[src/rtl/lhp_pkg.sv]
// ----------------------------------------------------------------------------
// lhp_pkg
// Shared beat types, command/status bundles and arithmetic constants for the
// latency histogram with nearest-rank percentile query.
// ----------------------------------------------------------------------------
package lhp_pkg;

  // field widths
  localparam int LAT_W = 40;
  localparam int Q_W   = 17;
  localparam int PCT_W = 10;
  localparam int CNT_W = 32;

  // command codes
  localparam logic CMD_RECORD = 1'b0;
  localparam logic CMD_QUERY  = 1'b1;

  // ns -> us ceiling divide: floor((x + 999) * RECIP >> 36) for x below 2^26
  localparam int              NS_PER_US   = 1000;
  localparam int              ROUND_ADD   = NS_PER_US - 1;
  localparam int              DIV_X_W     = 26;
  localparam int              RECIP_W     = 27;
  localparam int              RECIP_SHIFT = 36;
  localparam logic [RECIP_W-1:0] RECIP    = 27'd68719477;

  // Q16 quantile
  localparam int             Q_FRAC = 16;
  localparam logic [Q_W-1:0] Q_ONE  = 17'd65536;
  localparam logic [Q_FRAC-1:0] Q_RND = 16'hFFFF;

  // input beat
  typedef struct packed {
    logic             command;
    logic [LAT_W-1:0] latency_ns;
    logic [Q_W-1:0]   quantile;
  } lhp_in_t;

  // result beat
  typedef struct packed {
    logic [PCT_W-1:0] percentile_us;
    logic [CNT_W-1:0] sample_count;
    logic [CNT_W-1:0] ovf_count;
  } lhp_out_t;

  // controller -> datapath
  typedef struct packed {
    logic cap;
    logic clr_we;
    logic rec_mul;
    logic rec_rd;
    logic rec_wr;
    logic q_mul;
    logic q_rank;
    logic walk;
    logic emit;
  } lhp_cmd_t;

  // datapath -> controller
  typedef struct packed {
    logic clr_last;
    logic walk_done;
  } lhp_sts_t;

endpackage

[src/rtl/lhp_ctrl.sv]
// ----------------------------------------------------------------------------
// lhp_ctrl
// Sequencer for the histogram: clearing pass after reset, record
// read-modify-write, and the query rank computation and bin walk.
// ----------------------------------------------------------------------------
module lhp_ctrl import lhp_pkg::*; (
  input  logic     clk,
  input  logic     rst_n,
  input  logic     start,
  input  logic     in_command,
  input  lhp_sts_t sts,
  output lhp_cmd_t cmd,
  output logic     busy
);

  typedef enum logic [8:0] {
    S_CLEAR   = 9'b0_0000_0001,
    S_IDLE    = 9'b0_0000_0010,
    S_REC_MUL = 9'b0_0000_0100,
    S_REC_RD  = 9'b0_0000_1000,
    S_REC_WR  = 9'b0_0001_0000,
    S_Q_MUL   = 9'b0_0010_0000,
    S_Q_RANK  = 9'b0_0100_0000,
    S_Q_WALK  = 9'b0_1000_0000,
    S_Q_EMIT  = 9'b1_0000_0000
  } state_t;

  state_t state_r, state_nxt;

  // next state
  always_comb begin
    state_nxt = state_r;
    case (state_r)
      S_CLEAR: begin
        if (sts.clr_last) state_nxt = S_IDLE;
      end
      S_IDLE: begin
        if (start) state_nxt = (in_command == CMD_QUERY) ? S_Q_MUL : S_REC_MUL;
      end
      S_REC_MUL: state_nxt = S_REC_RD;
      S_REC_RD:  state_nxt = S_REC_WR;
      S_REC_WR:  state_nxt = S_IDLE;
      S_Q_MUL:   state_nxt = S_Q_RANK;
      S_Q_RANK:  state_nxt = S_Q_WALK;
      S_Q_WALK: begin
        if (sts.walk_done) state_nxt = S_Q_EMIT;
      end
      S_Q_EMIT:  state_nxt = S_IDLE;
      default:   state_nxt = S_CLEAR;
    endcase
  end

  always_ff @(posedge clk) begin
    if (!rst_n) begin
      state_r <= S_CLEAR;
    end else begin
      state_r <= state_nxt;
    end
  end

  // command decode
  always_comb begin
    cmd         = '0;
    cmd.cap     = (state_r == S_IDLE) && start;
    cmd.clr_we  = (state_r == S_CLEAR);
    cmd.rec_mul = (state_r == S_REC_MUL);
    cmd.rec_rd  = (state_r == S_REC_RD);
    cmd.rec_wr  = (state_r == S_REC_WR);
    cmd.q_mul   = (state_r == S_Q_MUL);
    cmd.q_rank  = (state_r == S_Q_RANK);
    cmd.walk    = (state_r == S_Q_WALK);
    cmd.emit    = (state_r == S_Q_EMIT);
  end

  assign busy = (state_r != S_IDLE);

endmodule

[config.mk]
export PLATFORM = sky130hd
export DESIGN_NAME = lhp_ctrl
export DESIGN_NICKNAME = d
export VERILOG_FILES = /design/src/rtl/lhp_pkg.sv /design/src/rtl/lhp_ctrl.sv
export SDC_FILE = /design/constraint.sdc
export NUM_CORES = 1
export LEC_CHECK = 0
export BUFFER_PORTS_ARGS = -buffer_cell sky130_fd_sc_hd__buf_2
export CAP_MARGIN = 20
export CORE_AREA = 3 3 40 42
export DETAILED_ROUTE_END_ITERATION = 6
export DIE_AREA = 0 0 43 45
export PLACE_DENSITY = 0.75
export SETUP_SLACK_MARGIN = 0.5
export SKIP_CTS_REPAIR_TIMING = 1
export SLEW_MARGIN = 10
export SYNTH_ARGS = -nofsm -noshare
export SYNTH_HDL_FRONTEND = slang
export SYNTH_SLANG_ARGS = --single-unit
[constraint.sdc]
create_clock -name clk -period 2.3 [get_ports clk]
set_clock_uncertainty 0.2 [all_clocks]
set_input_delay 0.23 -clock clk [delete_from_list [all_inputs] [get_ports clk]]
set_output_delay 0.23 -clock clk [all_outputs]
set_load 0.005 [all_outputs]
Word level (Yosys, flattened, before mapping)
Index checks and enable logic that the tools add are counted.

cells by class
  equal/unequal tests = 13
  multiplexer cells = 5
  reduce and logical (&&, ||, !) cells = 3

operators with widths
  cell                                                              number
  9-bit one-hot mux with 8 select lines                             1
  9-bit two-way mux                                                 3
  9-bit by 1-bit == test with 1-bit output (second input constant)  1
  9-bit by 2-bit == test with 1-bit output (second input constant)  1
  9-bit by 3-bit == test with 1-bit output (second input constant)  1
  9-bit by 4-bit == test with 1-bit output (second input constant)  1
  9-bit by 5-bit == test with 1-bit output (second input constant)  1
  9-bit by 6-bit == test with 1-bit output (second input constant)  1
  9-bit by 7-bit == test with 1-bit output (second input constant)  1
  9-bit by 8-bit == test with 1-bit output (second input constant)  1
  9-bit == test (second input constant)                             1
  9-bit by 2-bit != test with 1-bit output (second input constant)  1
  6-bit two-way mux                                                 1
  2-bit != test (second input constant)                             3
  3-bit AND reduction                                               1
  2-bit OR reduction                                                1
  1-bit logical AND                                                 1

word-level totals
  flip-flop bits (word level) = 9
  bits of input ports = 6
  word-level logic and storage cells = 22

Longest topological paths before layout
  depth in word-level cells = 3
  gate-level depth with buffers = 5
  depth with buffers taken out = 4

Worst setup path after synthesis
OpenSTA, ideal clock, no wires.

  kind = reg2reg
  start = register state_r[5]
  end = register state_r[2]
  library setup time = 117 ps
  arrival = 1,595 ps
  data required time = 1,983 ps
  path slack = 388 ps
  stages on the path, launching flop included = 6
  period minus slack after synthesis = 1,912 ps
  path through = dfxtp_1 buf_6 or4_4 o41a_1 o21a_2 and4b_1

on the way
  cells in the longest elaborated chain, start to end = 3

RTL lines
  item                                                                          RTL line        text
  from (decl)                                                                   lhp_ctrl.sv:28  state_t state_r, state_nxt;
  from (signal assigned)                                                        lhp_ctrl.sv:57  state_r <= state_nxt;
  9-bit == test, or another cell as far along                                   lhp_ctrl.sv:33  case (state_r)
  2-bit OR reduction (no line) or 2-bit != test (tied branches)                 -
  9-bit one-hot mux with 8 select lines or 3-bit AND reduction (tied branches)  -

Several ways; a longest one is shown, not always the timed one.
A chain may end at the register's enable or synchronous reset.

==> metrics.txt <==
Slew headroom=0.739; Reg clk slew, reported paths=roughly 60 ps; Crit. End Element=primary output; CP required=between 1500 and 2000 ps; clock tree from TritonCTS=built; synthesized area=556 um^2; H-tree Lvls=1; Leakage=between 0.3 and 0.4 nW; final setup violating endpoints=0; Max Cap Viol=0; post-route cell area=roughly 760 um^2; DRT Pass-1 Iters=4; Slew @ Worst Pin=between 300 and 400 ps; Synth area leaders=dfxtp_1 (32%), nand2b_1 (5.6%), nor2_1 (4.7%), and2_1 (4.5%), nor3_1 (4.5%); Clock Path Buffers=2; origin of the worst setup path=state_r[7]$_SDFFE_PN0P_; initial antenna violation count=0; final setup margin=between 200 and 300 ps; GRT Overall Usage=0.143; DRC=0; post-synthesis sequential area ratio=0.324; PD cells=around 560 mW/mm^2; YS warnings=0; r2r setup slk=~280 ps; clock buffer count from CTS=3; status=complete, no violations; final-layout fill cell count=110; Die X=between 40 and 50 um; Mapped Cells=68; Avg Cell Area, Syn=8.17 um^2; Post-Layout Cell Count=100; die height=approximately 45 um; Setup TNS=0 ps; Async SR Flop Fraction=0; Tcrit/Tclk final=0.878; RSZ-0062 raised after global routing=yes; I/O pins=16; Placed Cells=93; Yosys reg bits=9; Detailed Route WL=between 1 and 1.5 mm; Nets=92; Worst R2R Start=state_r[8]$_SDFFE_PN0P_; ANT nets after route=0; clock latency on the worst-skew pair=around 260 ps; maximum vdd drop=between 300 and 400 uV; drt wl/cell=~14 um; type of origin of the critical path=flop; CTS root buf=clkbuf_4; Largest register FFs=9; number of vias per cell=between 5 and 6; P&R area growth vs syn=36.9%; Final Slew Violations=0; crit path max fanout=7; Initial Util=0.432; cell area after placement=about 620 um^2; f_max=495 MHz; Worst setup endpoint=cmd[8]; largest reg by FF count=state_r; cell taking the most area after synthesis=dfxtp_1; Core Box Area=roughly 0.0013 mm^2; Cell Rows=13; setup slack after placement=between 200 and 300 ps; Final Hold Vio Count=0; top flop regs=state_r: 9 flops; Die Footprint=~0.0019 mm^2; Mapped Nets=74; largest net degree at the start of global routing=11; CP Class=flop to primary output; Ant. Diodes=0; worst reg2reg path depth=4; DP HPWL=just over 900 um; share of layout cells above drive strength 1=0.494; DRT iter0 DRCs=12; clk sinks=9; DR vias=between 500 and 600; GPL Wtd Cong=~0.86; first-pass GRT wire length=~2.1 mm; post-synth top area share=0.324; clock period minus worst slack=around 2000 ps; Distinct cells, synth=33; number of port buffers=15; R2R Path End=state_r[2]$_SDFFE_PN0P_; WP data arrival=1590 ps; EDFF count, synth=0; ys flop type=dfxtp_1; GRT Residual Overflow=0; Min Hold Slack=between 5 and 6 ps; HP Class=primary input to flop; vias in the first global route=between 400 and 500
[power by group]
part | total (mW) | internal (mW) | switching, mW
sequential | 0.175 | 0.163 | 0.0125
combinational | 0.129 | 0.0671 | 0.0620
clock | 0.123 | 0.0669 | 0.0560
[per-layer routing]
metal	up-vias	GRT usage	share of wire
met5	-	0	0
met2	23	0.210	0.46
li1	288	-	-
met1	263	0.192	0.45
met4	0	0.0904	0.035
met3	5	0.0279	0.053
[Yosys cell counts, types with 2 or more instances]
master	count
clkbuf_1	2
and2_1	4
nand2b_1	5
nor4_1	3
inv_1	3
nor2_1	7
dfxtp_1	9
buf_2	2
nor3_1	5
o21ai_0	4
xor2_1	2
[critical path: stages (launching register included)]
cell      delay, ps
dfxtp_4         370
nor4_4          340
nand3b_1        210
nor2_2          160
and2_1          130
buf_2           100
[cells in the final DEF (no fill, tap or decap), types with 2 or more instances in the layout]
cell type / instances
dfxtp_4: 2
o21ai_0: 4
and2_4: 2
nor3_1: 4
and2_1: 2
inv_1: 3
nor2_1: 6
nand2b_1: 5
clkbuf_4: 3
buf_2: 15
nor4_4: 2
dfxtp_1: 2
dfxtp_2: 5
buf_4: 3
xor2_1: 2
[logic make-up after synthesis]
kind of cell	count (synthesis)	share of synthesized area
buffers and inverters	8	0.0721
AOI/OAI and AO/OA	13	0.173
xor gates and xnor gates	2	0.0315
DFF	9	0.324
and+or+nand+nor	36	0.399
[worst min path at each step]
| stage | depth (start not counted) | endpoint | start |
|---|---|---|---|
| 2_1_floorplan | 1 | state_r[7]$_SDFFE_PN0P_ | rst_n |
| 3_3_place_gp | 2 | state_r[7]$_SDFFE_PN0P_ | rst_n |
| 3_5_place_dp | 2 | state_r[7]$_SDFFE_PN0P_ | rst_n |
| 4_1_cts | 2 | state_r[7]$_SDFFE_PN0P_ | rst_n |
| 5_1_grt | 2 | state_r[7]$_SDFFE_PN0P_ | rst_n |
| 6_report | 2 | state_r[7]$_SDFFE_PN0P_ | rst_n |
[through the flow]
step / power, mW / util
global placement: 0.265 / 0.483
floorplan: 0.239 / -
CTS: 0.385 / 0.503
finish: 0.427 / 0.592
detailed placement: 0.265 / 0.483
global route: 0.447 / 0.592
[area by class of cell]
| cell class | instances | area, um^2 | area share |
|---|---|---|---|
| Tap cell | 15 | 18.8 | 0.0247 |
| Inverter | 3 | 11.3 | 0.0148 |
| Clock buffer | 4 | 26.3 | 0.0345 |
| Timing Repair Buffer | 18 | 97.6 | 0.128 |
| Sequential cell | 9 | 194 | 0.255 |
| Multi-Input combinational cell | 51 | 413 | 0.543 |
Power figures use the tool's default switching activity.
